### src/glc_pkg.sv
// Shared types, character codes and helpers for the G-code line cleaner.
// No dependencies; the top level, the checker and the testbench import this package.
package glc_pkg;

	// Longest source line in bytes, carriage returns not counted (1 to 4096)
	localparam int MAX_LINE = 256;
	localparam int LEN_W    = $clog2(MAX_LINE + 1);

	localparam logic [7:0] CH_LPAREN  = 8'h28;
	localparam logic [7:0] CH_RPAREN  = 8'h29;
	localparam logic [7:0] CH_SEMI    = 8'h3B;
	localparam logic [7:0] CH_CR      = 8'h0D;
	localparam logic [7:0] CH_LF      = 8'h0A;
	localparam logic [7:0] CH_SPACE   = 8'h20;
	localparam logic [7:0] CH_PERCENT = 8'h25;
	localparam logic [7:0] DEPTH_MAX  = 8'hFF;
	localparam logic [8:0] KLEN_MAX   = 9'h1FF;

	typedef enum logic [1:0] {
		OP_BYTE    = 2'd0,
		OP_FLUSH   = 2'd1,
		OP_RESTART = 2'd2
	} glc_op_t;

	typedef enum logic [1:0] {
		KIND_CHAR     = 2'd0,
		KIND_ACCEPT   = 2'd1,
		KIND_DISCARD  = 2'd2,
		KIND_TOO_LONG = 2'd3
	} glc_kind_t;

	typedef struct packed {
		logic [1:0]  kind;
		logic [7:0]  out_char;
		logic [31:0] line_number;
		logic [8:0]  kept_length;
	} glc_result_t;

	// Kept count as reported on the result channel, saturated at 511
	function automatic logic [8:0] sat_len(input logic [LEN_W-1:0] v);
		logic [LEN_W+8:0] wide;
		wide = {9'd0, v};
		if (wide > (LEN_W + 9)'(KLEN_MAX))
			return KLEN_MAX;
		else
			return wide[8:0];
	endfunction

endpackage

### src/glc_if.sv
// Valid/ready channel interfaces for the G-code line cleaner.
// Source byte request channel and result request channel; no dependencies.
interface glc_in_if;
	logic       valid;
	logic       ready;
	logic [1:0] op;
	logic [7:0] in_byte;

	modport source (output valid, output op, output in_byte, input ready);
	modport sink   (input valid, input op, input in_byte, output ready);
endinterface

interface glc_out_if;
	logic        valid;
	logic        ready;
	logic [1:0]  kind;
	logic [7:0]  out_char;
	logic [31:0] line_number;
	logic [8:0]  kept_length;

	modport source (output valid, output kind, output out_char, output line_number,
		output kept_length, input ready);
	modport sink   (input valid, input kind, input out_char, input line_number,
		input kept_length, output ready);
endinterface

### src/gcode_line_cleaner.sv
// Top level of the G-code line cleaner: per-line state and a two-entry result stage.
// Depends on glc_pkg and the channel interfaces in glc_if.sv.
//
//   channel  | dir | payload                                      | request accepted when
//   ---------+-----+----------------------------------------------+----------------------
//   feed     | in  | op, in_byte                                  | valid && ready
//   result   | out | kind, out_char, line_number, kept_length     | valid && ready
//
// One request is taken per cycle while feed.ready is high; its result (if any) goes to the result stage.
// The per-line state update is a single compare/increment step on the accepted
// byte, computed combinationally and loaded straight into the state registers.
// The result stage holds two entries: feed.ready drops only when both are full,
// i.e. after two results are left waiting on a stalled result channel.
// arst_n clears all line state, the line counter, the halt flag and the result stage.
module gcode_line_cleaner
	import glc_pkg::*;
(
	input  logic          clk,
	input  logic          arst_n,
	glc_in_if.sink        feed,
	glc_out_if.source     result
);

	// Per-line state
	logic [LEN_W-1:0] raw_length_q, raw_length_d;
	logic [LEN_W-1:0] kept_count_q, kept_count_d;
	logic [7:0]       paren_depth_q, paren_depth_d;
	logic             rest_comment_q, rest_comment_d;
	logic             first_pct_q, first_pct_d;
	// Job state
	logic [31:0]      lines_ended_q, lines_ended_d;
	logic             halted_q, halted_d;

	// Result stage: main entry drives the port, skid entry catches overflow
	logic             out_valid_q, skid_valid_q;
	glc_result_t      out_q, skid_q;

	logic             feed_take, res_take, res_push, load_out, line_ok;
	glc_result_t      res;

	assign feed.ready = !skid_valid_q;
	assign feed_take  = feed.valid && feed.ready;
	assign res_take   = out_valid_q && result.ready;

	// Verdict for the line being closed: something kept, and not a lone '%'
	assign line_ok = (kept_count_q != '0) &&
		!((kept_count_q == LEN_W'(1)) && first_pct_q);

	always_comb begin
		raw_length_d  = raw_length_q;
		kept_count_d  = kept_count_q;
		paren_depth_d = paren_depth_q;
		rest_comment_d = rest_comment_q;
		first_pct_d   = first_pct_q;
		lines_ended_d = lines_ended_q;
		halted_d      = halted_q;
		res_push      = 1'b0;
		res           = '0;

		if (feed_take) begin
			unique case (feed.op)
				OP_RESTART: begin
					raw_length_d   = '0;
					kept_count_d   = '0;
					paren_depth_d  = '0;
					rest_comment_d = 1'b0;
					first_pct_d    = 1'b0;
					lines_ended_d  = '0;
					halted_d       = 1'b0;
				end
				OP_FLUSH, OP_BYTE: begin
					if (!halted_q) begin
						if ((feed.op == OP_FLUSH && raw_length_q != '0) ||
							(feed.op == OP_BYTE && feed.in_byte == CH_LF)) begin
							// end of line: verdict carries the new line count
							lines_ended_d    = lines_ended_q + 32'd1;
							raw_length_d     = '0;
							kept_count_d     = '0;
							paren_depth_d    = '0;
							rest_comment_d   = 1'b0;
							first_pct_d      = 1'b0;
							res_push         = 1'b1;
							res.kind         = line_ok ? KIND_ACCEPT : KIND_DISCARD;
							res.line_number  = lines_ended_q + 32'd1;
							res.kept_length  = sat_len(kept_count_q);
						end else if (feed.op == OP_BYTE && feed.in_byte != CH_CR) begin
							if (raw_length_q >= LEN_W'(MAX_LINE)) begin
								// overlong line is fatal until restart
								halted_d        = 1'b1;
								res_push        = 1'b1;
								res.kind        = KIND_TOO_LONG;
								res.line_number = lines_ended_q;
								res.kept_length = sat_len(kept_count_q);
							end else begin
								raw_length_d = raw_length_q + LEN_W'(1);
								if (rest_comment_q) begin
									// rest of line after ';' is dropped
								end else if (feed.in_byte == CH_LPAREN) begin
									if (paren_depth_q != DEPTH_MAX)
										paren_depth_d = paren_depth_q + 8'd1;
								end else if (feed.in_byte == CH_RPAREN) begin
									if (paren_depth_q != '0)
										paren_depth_d = paren_depth_q - 8'd1;
								end else if (paren_depth_q != '0) begin
									// inside a parenthesized comment
								end else if (feed.in_byte == CH_SEMI) begin
									rest_comment_d = 1'b1;
								end else if (feed.in_byte > CH_SPACE) begin
									if (kept_count_q == '0)
										first_pct_d = (feed.in_byte == CH_PERCENT);
									kept_count_d    = kept_count_q + LEN_W'(1);
									res_push        = 1'b1;
									res.kind        = KIND_CHAR;
									res.out_char    = feed.in_byte;
									res.line_number = lines_ended_q;
									res.kept_length = sat_len(kept_count_q + LEN_W'(1));
								end
							end
						end
					end
				end
				default: begin
					// unused op code: no effect
				end
			endcase
		end
	end

	always_ff @(posedge clk or negedge arst_n) begin
		if (!arst_n) begin
			raw_length_q   <= '0;
			kept_count_q   <= '0;
			paren_depth_q  <= '0;
			rest_comment_q <= 1'b0;
			first_pct_q    <= 1'b0;
			lines_ended_q  <= '0;
			halted_q       <= 1'b0;
		end else begin
			raw_length_q   <= raw_length_d;
			kept_count_q   <= kept_count_d;
			paren_depth_q  <= paren_depth_d;
			rest_comment_q <= rest_comment_d;
			first_pct_q    <= first_pct_d;
			lines_ended_q  <= lines_ended_d;
			halted_q       <= halted_d;
		end
	end

	// A new result goes to the main entry when it is empty or being drained
	// with nothing behind it; otherwise it parks in the skid entry.
	assign load_out = !out_valid_q || (res_take && !skid_valid_q);

	always_ff @(posedge clk or negedge arst_n) begin
		if (!arst_n) begin
			out_valid_q  <= 1'b0;
			skid_valid_q <= 1'b0;
		end else begin
			// main entry: refilled by a new result, else emptied when drained alone
			if (res_push && load_out)
				out_valid_q <= 1'b1;
			else if (res_take && !skid_valid_q)
				out_valid_q <= 1'b0;
			// skid entry: filled on overflow, emptied when it moves forward
			if (res_push && !load_out)
				skid_valid_q <= 1'b1;
			else if (res_take && skid_valid_q)
				skid_valid_q <= 1'b0;
		end
	end

	always_ff @(posedge clk) begin
		if (res_take && skid_valid_q)
			out_q <= skid_q;
		if (res_push && load_out)
			out_q <= res;
		if (res_push && !load_out)
			skid_q <= res;
	end

	assign result.valid       = out_valid_q;
	assign result.kind        = out_q.kind;
	assign result.out_char    = out_q.out_char;
	assign result.line_number = out_q.line_number;
	assign result.kept_length = out_q.kept_length;

endmodule

### src/flat_wrapper.sv
// flat-port wrapper written by rule: the top's interface ports become plain ports
module gcode_line_cleaner_flat import glc_pkg::*;
  (clk, arst_n, feed_valid, feed_op, feed_in_byte, feed_ready, result_valid, result_kind, result_out_char, result_line_number, result_kept_length, result_ready);
  glc_in_if feed_i ();
  glc_out_if result_i ();
  input  logic clk;
  input  logic arst_n;
  input wire logic [$bits(feed_i.valid)-1:0] feed_valid;
  input wire logic [$bits(feed_i.op)-1:0] feed_op;
  input wire logic [$bits(feed_i.in_byte)-1:0] feed_in_byte;
  output wire logic [$bits(feed_i.ready)-1:0] feed_ready;
  output wire logic [$bits(result_i.valid)-1:0] result_valid;
  output wire logic [$bits(result_i.kind)-1:0] result_kind;
  output wire logic [$bits(result_i.out_char)-1:0] result_out_char;
  output wire logic [$bits(result_i.line_number)-1:0] result_line_number;
  output wire logic [$bits(result_i.kept_length)-1:0] result_kept_length;
  input wire logic [$bits(result_i.ready)-1:0] result_ready;
  assign feed_i.valid = feed_valid;
  assign feed_i.op = feed_op;
  assign feed_i.in_byte = feed_in_byte;
  assign feed_ready = feed_i.ready;
  assign result_valid = result_i.valid;
  assign result_kind = result_i.kind;
  assign result_out_char = result_i.out_char;
  assign result_line_number = result_i.line_number;
  assign result_kept_length = result_i.kept_length;
  assign result_i.ready = result_ready;
  gcode_line_cleaner u_core (.clk(clk), .arst_n(arst_n), .feed(feed_i), .result(result_i));
endmodule
### config.mk
export PLATFORM = sky130hd
export DESIGN_NAME = gcode_line_cleaner_flat
export DESIGN_NICKNAME = d
export VERILOG_FILES = /design/src/glc_pkg.sv /design/src/glc_if.sv /design/src/gcode_line_cleaner.sv /design/src/flat_wrapper.sv
export SDC_FILE = /design/constraint.sdc
export NUM_CORES = 1
export LEC_CHECK = 0
export ABC_AREA = 1
export BUFFER_PORTS_ARGS = -buffer_cell sky130_fd_sc_hd__buf_2
export CAP_MARGIN = 10
export CORE_AREA = 5 5 177 179
export CTS_CLUSTER_SIZE = 8
export DETAILED_ROUTE_END_ITERATION = 7
export DIE_AREA = 0 0 182 184
export GPL_ROUTABILITY_DRIVEN = 0
export PLACE_DENSITY = 0.42
export RECOVER_POWER = 100
export SYNTH_ARGS = -nofsm -noshare
export SYNTH_HDL_FRONTEND = slang
export SYNTH_SLANG_ARGS = --single-unit
### constraint.sdc
create_clock -name clk -period 5.4 [get_ports clk]
set_clock_uncertainty 0.2 [all_clocks]
set_input_delay 1.35 -clock clk [delete_from_list [all_inputs] [get_ports clk]]
set_output_delay 1.35 -clock clk [all_outputs]
set_load 0.02 [all_outputs]
==> metrics.md <==
| Metric | Value |
|---|---|
| Status | finished with violations |
| Failing checks | capacitance limit, slew limit |
| Crit path time final | 4230 ps |
| Drt initial violations | 502 |
| Vias | 6,960 |
| RSZ-0062 raised after global routing | no |
| Async SR Flop Fraction | 0.382 |
| Count leader, synth | nand2_1 |
| Reg clk slew, reported paths | 70 ps |
| Inserted Clock Buffers | 17 |
| Hold buffer count at CTS | 0 |
| Setup slack, reg-to-reg | 1640 ps |
| Post-CTS Resized | 0 |
| CTS tree | built |
| Hold Path Cell Cnt | 2 |
| Critical path capture point type | flip-flop |
| Reg-to-reg startpoint | u_core.raw_length_q[0] |
| Final period util | 0.783 |
| Chip height | 184 um |
| Nets | 1,117 |
| Setup TNS | 0 ps |
| Fin util | 0.339 |
| Largest net degree at the start of global routing | 76 |
| Type of the worst setup path | in2reg |
| Max-cap violations | 2 |
| DRC | 0 |
| Crit path max fanout | 31 |
| Remaining antenna violation count | 0 |
| Hold Path Sink | u_core.first_pct_q |
| RR Endpoint | u_core.result.line_number[3] |
| H-Tree Depth | 4 |
| Fmax | 0.236 GHz |
| Number of hold violations in the final report | 0 |
| Yosys warns | 0 |
| CP required | 5540 ps |
| Yosys cell types | 39 |
| Synth area leaders | edfxtp_1 (35%), dfrtp_1 (18%), nand2_1 (14%) |
| Synthesized flop and latch total | 165 |
| Worst-skew pair later-pin latency | 430 ps |
| Routed WL | 23,800 um |
| Post-CTS Setup Bufs | 0 |
| Initial antenna violation count | 1 |
| Starting Density | 0.297 |
| Syn_area_per_cell | 8.47 um^2 |
| Worst Hold Class | reg2reg |
| Fraction of layout cells with a size suffix above 1 | 0.0580 |
| Max VDD drop | 227 uV |
| ANT cells | 0 |
| Rows | 63 |
| Synth Flop Type | edfxtp_1 |
| Synth-to-layout area growth | 14.3% |
| Total die area | 33,500 um^2 |
| Mapped Nets | 1,056 |
| Power density cells | 382 nW/um^2 |
| Detailed Place HPWL | 16,700 um |
| Number of enable flip-flop cells after synthesis | 102 |
| CORE AREA | 29,400 um^2 |
| First-pass DRT Iterations | 5 |
| Synth Cell Area | 8720 um^2 |
| Die Span X | 182 um |
| Vias in the first global route | 6,653 |
| Worst reg2reg path depth | 12 |
| Via density | 4.66 |
| Clock Sinks | 165 |
| Register area share after synthesis | 0.532 |
| Slew Limit Fails | 58 |
| Ports | 67 |
| Wire per inst | 16.0 um |
| Final setup vio count | 0 |
| WP data arrival | 4370 ps |
| Max Buffers Root-to-Sink | 2 |
| Total Power | 3.80 mW |
| Grt ovf | 0 |
| Crit path launch type | input port |
| Leak Pwr | 3.89 nW |
| First-pass GRT wire length | 38,200 um |
| Yosys top cell by area | edfxtp_1 |
| Top-area cell type share of the netlist area | 0.351 |
| Least-Margin Pin Slew | 1650 ps |
| GRT Util Overall | 0.144 |
| Port Buf Inserts | 66 |
| Cell types with the highest counts after synthesis | nand2_1 (321), nor2_1 (109), edfxtp_1 (102), inv_1 (83), dfrtp_1 (63) |
| Crit-path max cell delay | 940 ps |
| Hold_sp | u_core.first_pct_q |
| Cells after Synth | 1,029 |
| CTS root buffer | clkbuf_16 |
| Slowest stage cell, crit path | inv_1 |
| Worst-path cell chain | clkbuf_1 -> inv_1 -> nand3_1 -> nand2_1 -> inv_1 -> nand2_1 -> buf_4 -> o21ai_0 |
| Max_slew headroom | -0.0974 |
routing by layer:
| metal | routed length (um) | vias to the layer above | GRT usage |
|---|---|---|---|
| met4 | 400 | 2 | 0.0465 |
| met3 | 903 | 33 | 0.0206 |
| met1 | 12500 | 3245 | 0.221 |
| met5 | 13 | - | 0 |
| met2 | 10000 | 144 | 0.208 |
| li1 | - | 3536 | - |
registers in the layout (all words and copies together) (netlist names):
register,count
u_core.skid_valid_q,1
u_core.skid_q,51
u_core.lines_ended_q,32
u_core.result.line_number,32
u_core.raw_length_q,9
u_core.result.out_char,8
u_core.first_pct_q,1
u_core.rest_comment_q,1
u_core.paren_depth_q,8
u_core.halted_q,1
u_core.result.kept_length,9
u_core.result.kind,2
u_core.result.valid,1
u_core.kept_count_q,9
logic make-up after synthesis:
logic type / share of synthesized area
AND/OR/NAND/NOR: 0.268
flip-flops: 0.532
AO/OA/AOI/OAI: 0.0829
buffers and inverters: 0.0611
XOR/XNOR: 0.0362
adder cells (fa/ha/maj): 0.0195
placed cells by master, fill, tap and decap left out, types with 4 or more instances in the layout:
master	instances
a21oi_1	27
edfxtp_1	102
o21ai_1	9
clkbuf_1	61
xor2_1	32
buf_2	10
and3_1	4
nor3_1	23
nand2_1	324
dfrtp_1	63
nand3_1	60
ha_1	12
bufinv_16	5
nor2_1	110
inv_2	7
nand4_1	20
o22ai_1	24
o21ai_0	64
inv_1	88
clkbuf_16	17
xnor2_1	4
area by class of cell:
cell class,count,area (um^2)
Sequential cell,165,4640
Inverter,97,365
Fill cell,3132,19400
Multi-Input combinational cell,735,3510
Timing Repair Buffer,74,320
Clock buffer,20,437
Clock inverter,12,203
Tap cell,390,488
worst max-delay path: cells and delay by family:
family / cells / cell delay (ps)
AOI/OAI and AO/OA: 1 / 210
buffers and inverters: 4 / 1870
and+or+nand+nor: 3 / 910
power breakdown:
group	internal [mW]	leakage (nW)	switching, mW
sequential	1.46	1.79	0.0850
combinational	0.263	1.79	0.645
clock	0.825	0.304	0.527
total	2.55	3.89	1.26
stage by stage:
step	setup WS [ps]	cells	instance area (um^2)	hold WS (ps)
final	1170	1493	9970	303
after global routing	879	1493	9970	317
after CTS	1950	1493	10100	313
after global placement	1540	1461	9460	280
after floorplan	219	1029	8720	242
after detailed placement	1500	1461	9460	273
worst max-delay path by stage:
stage	from	to	slack, ps	cells after the start
global route	feed_in_byte[7]	u_core.result.line_number[3]	880	12
floorplan	feed_in_byte[6]	u_core.skid_q[0]	220	10
detailed placement	feed_in_byte[6]	u_core.result.line_number[0]	1500	11
finish	feed_op[1]	u_core.lines_ended_q[26]	1170	8
global placement	feed_in_byte[6]	u_core.result.line_number[3]	1540	11
CTS	feed_in_byte[6]	u_core.result.line_number[6]	1950	11
Power figures use the tool's default switching activity.
